**src/hdl/wpid_pkg.sv**
```systemverilog
// wpid_pkg: shared types and constants for the two-axis waypoint pid controller
// used by the lane, merge and top-level modules under hdl
package wpid_pkg;

  localparam int unsigned DIV_STEPS = 29;
  localparam int unsigned CNT_W = 5;
  localparam logic [1:0] WP_DONE = 2'd3;

  localparam logic [2:0] CFG_GAIN_P = 3'd0;
  localparam logic [2:0] CFG_GAIN_I = 3'd1;
  localparam logic [2:0] CFG_GAIN_D = 3'd2;
  localparam logic [2:0] CFG_TOL = 3'd3;
  localparam logic [2:0] CFG_TGT0 = 3'd4;
  localparam logic [2:0] CFG_TGT1 = 3'd5;
  localparam logic [2:0] CFG_TGT2 = 3'd6;

  typedef enum logic [2:0] {
    ST_IDLE,
    ST_MUL1,
    ST_INTEG,
    ST_DIV,
    ST_MUL2,
    ST_SUM,
    ST_OUT
  } state_t;

  typedef struct packed {
    logic load;
    logic mul1;
    logic integ;
    logic div_step;
    logic mul2;
    logic sum;
    logic commit;
    logic emit;
    logic arrive;
  } lane_ctl_t;

endpackage

```
**src/hdl/wpid_merge.sv**
```systemverilog
// wpid_merge: arrival test on both lanes, waypoint index and result word
// registers; depends on wpid_pkg
module wpid_merge (
  input  logic                    clk,
  input  logic                    rst_n,
  input  wpid_pkg::lane_ctl_t     ctl,
  input  logic [15:0]             tol,
  input  logic [32:0]             sq_x,
  input  logic [32:0]             sq_y,
  input  logic signed [15:0]      cmd_x,
  input  logic signed [15:0]      cmd_y,
  output logic [1:0]              idx,
  output logic                    arrive,
  output logic signed [15:0]      out_x,
  output logic signed [15:0]      out_y,
  output logic [1:0]              out_idx,
  output logic                    out_done
);

  logic [31:0]        tol2_r;
  logic               arrive_r;
  logic [1:0]         idx_r, idx_nxt;
  logic signed [15:0] ox_r, oy_r;
  logic [1:0]         oidx_r;
  logic               zero_cmd;

  always_comb begin
    idx_nxt = (ctl.commit && ctl.arrive) ? 2'(idx_r + 2'd1) : idx_r;
    zero_cmd = (idx_r == wpid_pkg::WP_DONE) || arrive_r;
  end

  always_ff @(posedge clk) begin
    if (!rst_n) begin
      idx_r <= '0;
    end else begin
      idx_r <= idx_nxt;
    end
  end

  always_ff @(posedge clk) begin
    if (ctl.mul1) begin
      tol2_r <= tol * tol;
    end
    if (ctl.integ) begin
      arrive_r <= (34'(sq_x) + 34'(sq_y)) < 34'(tol2_r);
    end
    if (ctl.emit) begin
      ox_r <= zero_cmd ? '0 : cmd_x;
      oy_r <= zero_cmd ? '0 : cmd_y;
      oidx_r <= idx_nxt;
    end
  end

  assign idx = idx_r;
  assign arrive = arrive_r;
  assign out_x = ox_r;
  assign out_y = oy_r;
  assign out_idx = oidx_r;
  assign out_done = oidx_r == wpid_pkg::WP_DONE;

endmodule

```
**config.mk**
```make
export PLATFORM = sky130hd
export DESIGN_NAME = wpid_merge
export DESIGN_NICKNAME = d
export VERILOG_FILES = /design/src/hdl/wpid_pkg.sv /design/src/hdl/wpid_merge.sv
export SDC_FILE = /design/constraint.sdc
export NUM_CORES = 1
export LEC_CHECK = 0
export BUFFER_PORTS_ARGS = -buffer_cell sky130_fd_sc_hd__buf_4
export CAP_MARGIN = 20
export CORE_UTILIZATION = 40
export DETAILED_ROUTE_END_ITERATION = 16
export GPL_TIMING_DRIVEN = 0
export HOLD_SLACK_MARGIN = 0.12
export PLACE_DENSITY = 0.65
export SLEW_MARGIN = 10
export SYNTH_ARGS = -nofsm -noshare
export SYNTH_HDL_FRONTEND = slang
export SYNTH_SLANG_ARGS = --single-unit
```
**constraint.sdc**
```tcl
create_clock -name clk -period 15.8 [get_ports clk]
set_input_delay 3.16 -clock clk [delete_from_list [all_inputs] [get_ports clk]]
set_output_delay 3.16 -clock clk [all_outputs]
set_load 0.005 [all_outputs]
```
======== Word level (Yosys, flattened, before mapping) ========
Index checks and enable logic that the tools add are counted.
storage, ports and cells
  output and inout bits ................... 38
  register bits after elaboration ......... 69
  logic and storage cells ................. 15
operators by class
  $mul .................................... 1
  add/sub/neg operators ................... 2
  equal/unequal tests ..................... 2
  reduce and logical (&&, ||, !) cells .... 2
  order comparisons ....................... 1
  muxes and demuxes ....................... 1
operators with widths
  operator                                     count
  adder 33 x 33 -> 34 bit                      1
  < comparator 34 x 32 -> 1 bit                1
  multiplier 16 x 16 -> 32 bit                 1
  equality test 2 bit, second input constant   2
  adder 2 x 1 -> 2 bit, second input constant  1
  2-to-1 mux 2 bit                             1
  logical AND 1 bit                            1
  logical OR 1 bit                             1

======== Longest topological paths before layout ========
Gate-level depths: netlist of the first run.
  depth in word-level cells ............... 2
  mapped depth ............................ 26
  depth with buffers taken out ............ 24

======== Worst setup path after synthesis of the first run ========
No wires, ideal clock.
  kind .................................... input-to-reg
  start point ............................. in tol[14]
  end point ............................... reg tol2_r[30] (data pin)
  required time ........................... 15.538 ns
  buffers on the path ..................... 2
  stages .................................. 22
  path slack .............................. 6.650 ns
  data arrival time ....................... 8.887 ns
  setup time .............................. 0.262 ns
  cells stage by stage .................... clkbuf_1 -> clkbuf_1 -> nand2_1 -> fa_1 -> fa_1 -> inv_1 -> fa_1 -> fa_1 -> fa_1 -> inv_1 -> fa_1 -> inv_1 -> ha_1 -> a21o_1 -> a211oi_1 -> o21ai_0 -> a2111o_1 -> o221ai_2 -> o21ai_1 -> a311oi_1 -> o21bai_1 -> xor2_1
on the way
  cells in the longest elaborated chain, start to end .. 1
RTL lines
  what                          RTL line          text
  start: declaration            wpid_merge.sv:7   input logic [15:0] tol,
  multiplier 16 x 16 -> 32 bit  wpid_merge.sv:42  tol2_r <= tol * tol;
  end signal: assignment        wpid_merge.sv:42
  end: declaration              wpid_merge.sv:20  logic [31:0] tol2_r;
No other way between the ends.
A chain may end at the register's enable or synchronous reset.

======== Worst setup path after layout of the first run ========
  start point ............................. in tol[1]
  end point ............................... reg tol2_r[31] (data pin)
Same word-level chain as after synthesis.

==> impl_metrics.xml, run 1 <==
<?xml version="1.0" encoding="UTF-8"?>
<metrics>
  <group name="sta">
    <metric name="transition_time_at_the_pin_with_the_least_slew_margin" unit="ns">0.7168</metric>
    <metric name="timing.final.crit_share" unit="">0.6190</metric>
    <metric name="maxSlewViolCount" unit="">0</metric>
    <metric name="post-route-min-period" unit="ns">9.781</metric>
    <metric name="postLayoutSetupSlackWorst" unit="ns">6.019</metric>
    <metric name="unrepaired_setup_endpoints_after_global_routing" unit="">false</metric>
    <metric name="slew_headroom" unit="">0.5177</metric>
    <metric name="setup-violations-final" unit="">0</metric>
    <metric name="timing.final.hold_violations" unit="">0</metric>
    <metric name="max_freq" unit="MHz">102.2</metric>
    <metric name="tns" unit="ns">0</metric>
    <metric name="clock_skew" unit="ns">0.004032</metric>
  </group>
  <group name="route">
    <metric name="avgViaCountPerCell" unit="">4.920</metric>
    <metric name="drc_errors" unit="">0</metric>
    <metric name="detail_route.wl_per_cell" unit="µm">15.31</metric>
    <metric name="first_pass_iters" unit="">5</metric>
    <metric name="drc_marker_count_from_the_first_detailed_route_iteration" unit="">510</metric>
    <metric name="num_vias" unit="">8994</metric>
    <metric name="detail_route.wirelength" unit="mm">27.99</metric>
    <metric name="final_antenna_net_count" unit="">0</metric>
  </group>
  <group name="power">
    <metric name="total_switching_power" unit="W">0.001284</metric>
    <metric name="pwr-share-clk" unit="">0.074</metric>
    <metric name="share_seq_of_total_power" unit="">0.134</metric>
    <metric name="cell_internal_pwr" unit="W">0.001451</metric>
    <metric name="power.density_cell_area" unit="nW/µm²">195.8</metric>
    <metric name="power.combinational.fraction" unit="">0.792</metric>
    <metric name="ir_worst_vdd" unit="mV">0.1681</metric>
    <metric name="total_power" unit="W">0.002735</metric>
    <metric name="switching_share" unit="">0.4694</metric>
    <metric name="cellLeakagePower" unit="nW">7.276</metric>
  </group>
  <group name="yosys">
    <metric name="avgSynthCellArea" unit="µm²">9.490</metric>
    <metric name="synth.top_cells.by_area" unit="">sky130_fd_sc_hd__fa_1 27%, sky130_fd_sc_hd__ha_1 17%, sky130_fd_sc_hd__edfxtp_1 17%, sky130_fd_sc_hd__inv_1 8.9%, sky130_fd_sc_hd__and2_1 4.3%</metric>
    <metric name="synthesis.area" unit="µm²">12010</metric>
    <metric name="async_reset_ff_frac" unit="">0</metric>
    <metric name="postSynthCellCount" unit="">1265</metric>
    <metric name="yosys.area.top_type" unit="">sky130_fd_sc_hd__fa_1</metric>
    <metric name="ys_ff_latch" unit="">68</metric>
    <metric name="synth_warnings" unit="">0</metric>
    <metric name="synth_top_area_frac" unit="">0.2735</metric>
    <metric name="synth_fp_nets" unit="">1718</metric>
    <metric name="synth_enable_flop_cells" unit="">66</metric>
    <metric name="synth_cell_type_count" unit="">65</metric>
    <metric name="synth_flop_cell" unit="">sky130_fd_sc_hd__edfxtp_1</metric>
    <metric name="yosysSeqAreaShare" unit="">0.1684</metric>
  </group>
  <group name="clock_network">
    <metric name="cts_inserted_buffers" unit="">9</metric>
    <metric name="clkLatencyLatePin" unit="ns">0.34</metric>
    <metric name="cts.sinks" unit="">68</metric>
    <metric name="cts.hold.buffers_added" unit="">0</metric>
    <metric name="cts.repair.resized" unit="">0</metric>
    <metric name="cts.reportedPaths.clkPinSlew" unit="ns">0.06</metric>
    <metric name="total_number_of_h_tree_levels" unit="">3</metric>
    <metric name="cts_max_path_buffers" unit="">2</metric>
    <metric name="cts_setup_buffers" unit="">0</metric>
    <metric name="cts_tree" unit="">built</metric>
    <metric name="clk_tree_root_cell" unit="">sky130_fd_sc_hd__clkbuf_16</metric>
  </group>
  <group name="finish">
    <metric name="ff_latch_area" unit="µm²">2022</metric>
    <metric name="area_growth" unit="%">16.37</metric>
    <metric name="finish.net_count" unit="">1886</metric>
    <metric name="final_core_util" unit="">0.4726</metric>
    <metric name="layout-drive-gt1-share" unit="">0.1363</metric>
    <metric name="most-common-layout-cells" unit="">285 x sky130_fd_sc_hd__inv_1, 164 x sky130_fd_sc_hd__fa_1, 164 x sky130_fd_sc_hd__ha_1</metric>
    <metric name="n_fill_cell" unit="">2860</metric>
    <metric name="num_antenna_cells" unit="">0</metric>
    <metric name="multiInputGateArea" unit="µm²">8782</metric>
    <metric name="mostFrequentLayoutCell" unit="">sky130_fd_sc_hd__inv_1</metric>
  </group>
  <group name="critical_path">
    <metric name="arrival" unit="ns">9.87</metric>
    <metric name="path_max_fanout" unit="">10</metric>
    <metric name="required" unit="ns">15.89</metric>
    <metric name="cp_class" unit="">input pin to flip-flop</metric>
    <metric name="worst-r2r-setup-slack" unit="ns">13.43</metric>
    <metric name="critPathCaptureType" unit="">flip-flop</metric>
    <metric name="cp-start-kind" unit="">input pin</metric>
  </group>
  <group name="flow_run">
    <metric name="cap_viol_max_count" unit="">0</metric>
  </group>
  <group name="min_path">
    <metric name="min_path_type" unit="">flip-flop to flip-flop</metric>
  </group>
  <group name="floorplanning">
    <metric name="floorplan.rows" unit="">63</metric>
    <metric name="fp.dieArea" unit="µm²">30710</metric>
    <metric name="die_width" unit="µm">175.2</metric>
    <metric name="initial_utilization" unit="">0.4061</metric>
    <metric name="design.core.area" unit="µm²">29560</metric>
    <metric name="pin_count" unit="">163</metric>
    <metric name="die_boundary_height" unit="µm">175.2</metric>
  </group>
  <group name="place">
    <metric name="detailedPlacementHpwl" unit="mm">24.14</metric>
    <metric name="gp_congestion" unit="">0.8887</metric>
    <metric name="portBuffers" unit="">157</metric>
    <metric name="placement.setup.worst_slack" unit="ns">5.684</metric>
  </group>
  <group name="global_route">
    <metric name="grt_start_max_net_pins" unit="">35</metric>
    <metric name="grt_pass1_vias" unit="">9468</metric>
    <metric name="grt_pass1_wl" unit="mm">46.46</metric>
    <metric name="antenna_found_initial" unit="">0</metric>
    <metric name="grt_overflow_total" unit="">0</metric>
    <metric name="total_global_route_track_usage" unit="">0.1893</metric>
  </group>
  <group name="outcome">
    <metric name="run_status" unit="">finished clean</metric>
  </group>
</metrics>
## layout make-up
type / instances / share of cell area
plain buffers: 32 / 0.009404
clock buffers: 9 / 0.01612
clock inverters: 7 / 0.005284
inverters: 285 / 0.07657
multi-input cells: 880 / 0.6286
flip-flops and latches: 68 / 0.1447
well taps: 390 / 0.03493
repair buffers: 157 / 0.08436
## through the flow
stage               std cells  instance area (µm²)  hold WS, ns
global route             1828                13970       0.6504
detailed placement       1812                13670       0.6012
finish                   1828                13970       0.6171
CTS                      1828                13970       0.6155
global placement         1812                13670       0.5944
floorplan                1265                12010       0.5907
## Yosys cell counts, drive strengths merged, types with 2 or more instances
library cell and n:
a21oi 53, a211oi 12, a31o 3, mux2 2, o31ai 3, o31a 2
xor2 19, o21ai 32, a21o 34, or2 4, nor2b 13, nand4 7
o221ai 2, fa 164, nand2b 8, xnor2 45, and2 82, nor3 4
nor4 4, clkbuf 28, and4 4, a221o 2, or3 8, a41o 2
a211o 3, nand2 89, nand3 17, o21a 8, nor2 37, o21bai 11
dfxtp 2, buf 4, o211ai 5, o2111ai 2, and3 8, a31oi 6
o211a 4, edfxtp 66, inv 285, ha 164
## worst max-delay path: stages
cell and delay (ns):
sky130_fd_sc_hd__buf_4 0.08, sky130_fd_sc_hd__clkbuf_1 0.39, sky130_fd_sc_hd__clkbuf_1 0.51, sky130_fd_sc_hd__nand2_1 0.16, sky130_fd_sc_hd__fa_1 0.52, sky130_fd_sc_hd__fa_1 0.55
sky130_fd_sc_hd__inv_1 0.05, sky130_fd_sc_hd__fa_1 0.49, sky130_fd_sc_hd__fa_1 0.50, sky130_fd_sc_hd__fa_1 0.49, sky130_fd_sc_hd__inv_1 0.05, sky130_fd_sc_hd__fa_1 0.47
sky130_fd_sc_hd__inv_1 0.04, sky130_fd_sc_hd__ha_1 0.26, sky130_fd_sc_hd__clkbuf_1 0.28, sky130_fd_sc_hd__o2111ai_1 0.16, sky130_fd_sc_hd__nor4_1 0.63, sky130_fd_sc_hd__o21ai_1 0.21
sky130_fd_sc_hd__and3b_1 0.25, sky130_fd_sc_hd__o211a_1 0.24, sky130_fd_sc_hd__o21bai_1 0.14, sky130_fd_sc_hd__a21oi_1 0.09, sky130_fd_sc_hd__xnor2_1 0.13
## registers in the layout, indices dropped and copies added, names as in the netlist
register / flops
tol2_r: 31
out_idx: 2
arrive: 1
out_x: 16
out_y: 16
idx: 2
## routing by layer
| metal | GRT usage | routed length [µm] | part of all wire |
|---|---|---|---|
| met5 | 0 | 0 | 0 |
| met4 | 0.04312 | 361 | 0.013 |
| met3 | 0.02611 | 1605 | 0.057 |
| met2 | 0.3272 | 13170 | 0.47 |
| met1 | 0.2503 | 12860 | 0.46 |
## cell families (layout without fill, tap and decap cells)
group,after synthesis,in the layout,synth area share
fa+ha+maj,328,328,0.4444
xor+xnor,64,64,0.04669
mux,3,3,0.002710
simple gates,290,290,0.1253
flops,68,68,0.1684
buf+inv,317,490,0.1001
compound gates,195,195,0.1125
## final timing paths
check / cells after the start / to / start
setup / recovery: 23 / tol2_r[31]$_DFFE_PP_ / tol[1]
setup reg to reg: 9 / arrive$_DFFE_PP_ / tol2_r[0]$_DFFE_PP_
hold / removal: 1 / out_idx[1]$_DFFE_PP_ / idx[1]$_SDFF_PN0_
hold reg to reg: 1 / out_idx[1]$_DFFE_PP_ / idx[1]$_SDFF_PN0_
## power by group through the flow
stage,sequential (W),clock [W],combinational [W]
2_1_floorplan,0.000369,0,0.00170
3_3_place_gp,0.000370,0,0.00213
3_5_place_dp,0.000371,0,0.00217
4_1_cts,0.000367,0.000207,0.00219
5_1_grt,0.000372,0.000214,0.00249
6_report,0.000366,0.000201,0.00217
Power figures use the tool's default switching activity.
==> inputs of run 2 (changes only) <==
--- a/config.mk
+++ b/config.mk
@@ -11,7 +11,7 @@
 export DETAILED_ROUTE_END_ITERATION = 16
 export GPL_TIMING_DRIVEN = 0
 export HOLD_SLACK_MARGIN = 0.12
-export PLACE_DENSITY = 0.65
+export PLACE_DENSITY = 0.67
 export SLEW_MARGIN = 10
 export SYNTH_ARGS = -nofsm -noshare
 export SYNTH_HDL_FRONTEND = slang
==> constraint.sdc (replaced) <==
create_clock -name clk -period 8.45 [get_ports clk]
set_input_delay 1.69 -clock clk [delete_from_list [all_inputs] [get_ports clk]]
set_output_delay 1.69 -clock clk [all_outputs]
set_load 0.005 [all_outputs]
==> run 2 against run 1 <==
  * Non-clock buffer count shrank 1
  * Sequential share of layout area is essentially flat
  * Global-route usage grew 0.15 points
  * Power grew 89%
  * Critical path depth shrank 1
  * Combinational power grew 88%
  * Die area is the same
  * Sequential power grew 87%
  * Register-to-register slack lost 7.4 ns
  * Setup slack lost 5.8 ns
  * Critical path type unchanged
==> impl_metrics.xml, run 2 (same netlist as run 1, synthesis figures left out) <==
<?xml version="1.0" encoding="UTF-8"?>
<metrics>
  <group name="outcome">
    <metric name="run_status" unit="">finished clean</metric>
  </group>
  <group name="clock_network">
    <metric name="clkLatencyLatePin" unit="ns">0.34</metric>
    <metric name="cts_setup_buffers" unit="">0</metric>
    <metric name="cts.sinks" unit="">68</metric>
    <metric name="cts_inserted_buffers" unit="">9</metric>
    <metric name="clk_tree_root_cell" unit="">sky130_fd_sc_hd__clkbuf_16</metric>
    <metric name="total_number_of_h_tree_levels" unit="">3</metric>
    <metric name="cts.hold.buffers_added" unit="">0</metric>
    <metric name="cts.repair.resized" unit="">0</metric>
    <metric name="cts_tree" unit="">built</metric>
    <metric name="cts_max_path_buffers" unit="">2</metric>
    <metric name="cts.reportedPaths.clkPinSlew" unit="ns">0.06</metric>
  </group>
  <group name="sta">
    <metric name="tns" unit="ns">0</metric>
    <metric name="transition_time_at_the_pin_with_the_least_slew_margin" unit="ns">0.6205</metric>
    <metric name="worst_hold_slack" unit="ns">0.6254</metric>
    <metric name="postLayoutSetupSlackWorst" unit="ns">0.2613</metric>
    <metric name="setup-violations-final" unit="">0</metric>
    <metric name="max_freq" unit="MHz">122.1</metric>
    <metric name="timing.final.crit_share" unit="">0.9691</metric>
    <metric name="unrepaired_setup_endpoints_after_global_routing" unit="">false</metric>
    <metric name="maxSlewViolCount" unit="">0</metric>
    <metric name="timing.final.hold_violations" unit="">0</metric>
    <metric name="slew_headroom" unit="">0.5863</metric>
    <metric name="clock_skew" unit="ns">0.005434</metric>
    <metric name="post-route-min-period" unit="ns">8.189</metric>
  </group>
  <group name="min_path">
    <metric name="min_path_type" unit="">flip-flop to flip-flop</metric>
    <metric name="hold_end" unit="">out_idx[1]$_DFFE_PP_</metric>
    <metric name="whs_path_depth" unit="">1</metric>
    <metric name="min-delay-start" unit="">idx[1]$_SDFF_PN0_</metric>
  </group>
  <group name="critical_path">
    <metric name="worstReg2RegEnd" unit="">arrive$_DFFE_PP_</metric>
    <metric name="cell_occurring_most_often_along_the_worst_timing_path" unit="">sky130_fd_sc_hd__fa_1</metric>
    <metric name="cp_class" unit="">input pin to flip-flop</metric>
    <metric name="cp-start-kind" unit="">input pin</metric>
    <metric name="worst-r2r-setup-slack" unit="ns">6.00</metric>
    <metric name="cp_slowest_cell" unit="">sky130_fd_sc_hd__fa_1</metric>
    <metric name="required" unit="ns">8.54</metric>
    <metric name="reg2reg_from" unit="">tol2_r[0]$_DFFE_PP_</metric>
    <metric name="path_max_fanout" unit="">10</metric>
    <metric name="critical_path.max_stage_delay" unit="ns">0.55</metric>
    <metric name="worst_r2r_path_depth" unit="">9</metric>
    <metric name="critPathCaptureType" unit="">flip-flop</metric>
    <metric name="path_cells" unit="">clkbuf_1 -&gt; clkbuf_1 -&gt; nand2_1 -&gt; fa_1 -&gt; fa_1 -&gt; inv_1 -&gt; fa_1 -&gt; fa_1 -&gt; fa_1 -&gt; inv_1 -&gt; fa_1 -&gt; inv_1 -&gt; ha_1 -&gt; a21o_1 -&gt; a211oi_1 -&gt; o21ai_0 -&gt; a2111o_1 -&gt; o221ai_2 -&gt; o21ai_1 -&gt; a311oi_1 -&gt; o21bai_1 -&gt; xor2_1</metric>
    <metric name="arrival" unit="ns">8.27</metric>
  </group>
  <group name="power">
    <metric name="power.density_cell_area" unit="nW/µm²">369.9</metric>
    <metric name="ir_worst_vdd" unit="mV">0.3680</metric>
    <metric name="cellLeakagePower" unit="nW">7.295</metric>
  </group>
  <group name="finish">
    <metric name="largest-register" unit="">tol2_r</metric>
    <metric name="layout-drive-gt1-share" unit="">0.1385</metric>
    <metric name="post-route-cell-area" unit="µm²">14000</metric>
    <metric name="multiInputGateArea" unit="µm²">8788</metric>
    <metric name="n_fill_cell" unit="">2805</metric>
    <metric name="ff_latch_area" unit="µm²">2022</metric>
    <metric name="num_antenna_cells" unit="">0</metric>
    <metric name="mostFrequentLayoutCell" unit="">sky130_fd_sc_hd__inv_1</metric>
    <metric name="most-common-layout-cells" unit="">285 x sky130_fd_sc_hd__inv_1, 164 x sky130_fd_sc_hd__fa_1, 164 x sky130_fd_sc_hd__ha_1</metric>
    <metric name="finish.net_count" unit="">1885</metric>
    <metric name="area_growth" unit="%">16.63</metric>
    <metric name="final-instance-count-excl-fill" unit="">1827</metric>
    <metric name="largest_register_ff_count" unit="">31</metric>
  </group>
  <group name="route">
    <metric name="detail_route.wl_per_cell" unit="µm">15.48</metric>
    <metric name="num_vias" unit="">9045</metric>
    <metric name="topRoutingLayerUsed" unit="">met4</metric>
    <metric name="drc_errors" unit="">0</metric>
    <metric name="drc_marker_count_from_the_first_detailed_route_iteration" unit="">514</metric>
    <metric name="first_pass_iters" unit="">5</metric>
    <metric name="detail_route.wirelength" unit="mm">28.27</metric>
    <metric name="avgViaCountPerCell" unit="">4.951</metric>
    <metric name="wl_met1" unit="mm">12.67</metric>
    <metric name="dr_wl_met2" unit="mm">13.36</metric>
    <metric name="final_antenna_net_count" unit="">0</metric>
    <metric name="met3_wirelength" unit="mm">1.756</metric>
  </group>
  <group name="floorplanning">
    <metric name="pin_count" unit="">163</metric>
    <metric name="die_width" unit="µm">175.2</metric>
    <metric name="initial_utilization" unit="">0.4061</metric>
    <metric name="fp.dieArea" unit="µm²">30710</metric>
    <metric name="die_boundary_height" unit="µm">175.2</metric>
    <metric name="floorplan.rows" unit="">63</metric>
    <metric name="design.core.area" unit="µm²">29560</metric>
  </group>
  <group name="global_route">
    <metric name="grt_pass1_vias" unit="">9647</metric>
    <metric name="grt_start_max_net_pins" unit="">35</metric>
    <metric name="antenna_found_initial" unit="">0</metric>
    <metric name="grt_overflow_total" unit="">0</metric>
    <metric name="total_global_route_track_usage" unit="">0.1908</metric>
    <metric name="grt_pass1_wl" unit="mm">46.78</metric>
  </group>
  <group name="place">
    <metric name="gp_congestion" unit="">0.8911</metric>
    <metric name="placement.setup.worst_slack" unit="ns">-0.1578</metric>
    <metric name="portBuffers" unit="">157</metric>
    <metric name="instance_count_after_placement_with_tap_cells_included" unit="">1812</metric>
    <metric name="detailedPlacementHpwl" unit="mm">24.20</metric>
    <metric name="post_dp_cell_area" unit="µm²">13670</metric>
  </group>
  <group name="flow_run">
    <metric name="cap_viol_max_count" unit="">0</metric>
  </group>
</metrics>
==> run 2: cell count changes in the layout (fill, tap and decap cells not counted) <==
cell,delta
sky130_fd_sc_hd__clkbuf_1,-3
sky130_fd_sc_hd__clkinv_4,+2
sky130_fd_sc_hd__nor4_2,+1
sky130_fd_sc_hd__bufinv_16,+1
sky130_fd_sc_hd__nor4_1,-1
sky130_fd_sc_hd__clkinvlp_4,-1
sky130_fd_sc_hd__clkbuf_2,+2
sky130_fd_sc_hd__inv_6,-1
sky130_fd_sc_hd__clkinv_2,-1
==> run 2: power by group <==
group          switching (W)  internal, W  leakage [nW]
Sequential         0.0000222     0.000664         0.671
Clock               0.000151     0.000260         0.160
Combinational        0.00225      0.00183          6.46
Total                0.00243      0.00275          7.30
==> run 2: layout make-up <==
type	count	share of cell area
multi-input cells	880	0.6276
flip-flops and latches	68	0.1444
repair buffers	157	0.08417
inverters	285	0.07640
well taps	390	0.03485
clock buffers	9	0.01608
plain buffers	31	0.009293
clock inverters	7	0.007149
==> run 2: how the worst max path moves through the flow <==
stage                 start              endpoint  slack (ns)  cells after the start
floorplan           tol[14]  tol2_r[30]$_DFFE_PP_        0.77                     22
global placement     tol[1]  tol2_r[31]$_DFFE_PP_       -0.15                     23
detailed placement   tol[1]  tol2_r[31]$_DFFE_PP_       -0.16                     23
CTS                  tol[1]  tol2_r[31]$_DFFE_PP_        0.21                     23
global route        tol[14]  tol2_r[30]$_DFFE_PP_       0.002                     22
finish              tol[14]  tol2_r[30]$_DFFE_PP_        0.26                     22
==> run 2: critical path: cells and delay by family <==
kind / cells / cell delay [ns]
AOI/OAI and AO/OA: 8 / 1.85
buffers and inverters: 5 / 1.03
adders and majority gates: 7 / 3.40
and+or+nand+nor: 1 / 0.15
xor gates and xnor gates: 1 / 0.15
==> run 2: per-layer routing <==
layer,global-route usage,vias to the layer above
li1,-,4416
met3,0.02633,35
met5,0,-
met4,0.05254,0
met2,0.3340,289
met1,0.2452,4305
==> run 2: metrics by stage <==
stage / util / power (W)
final: 0.4737 / 0.005179
after global routing: 0.4737 / 0.005810
after CTS: 0.4735 / 0.005208
after detailed placement: 0.4625 / 0.004759
after global placement: 0.4625 / 0.004670
after floorplan: - / 0.003869
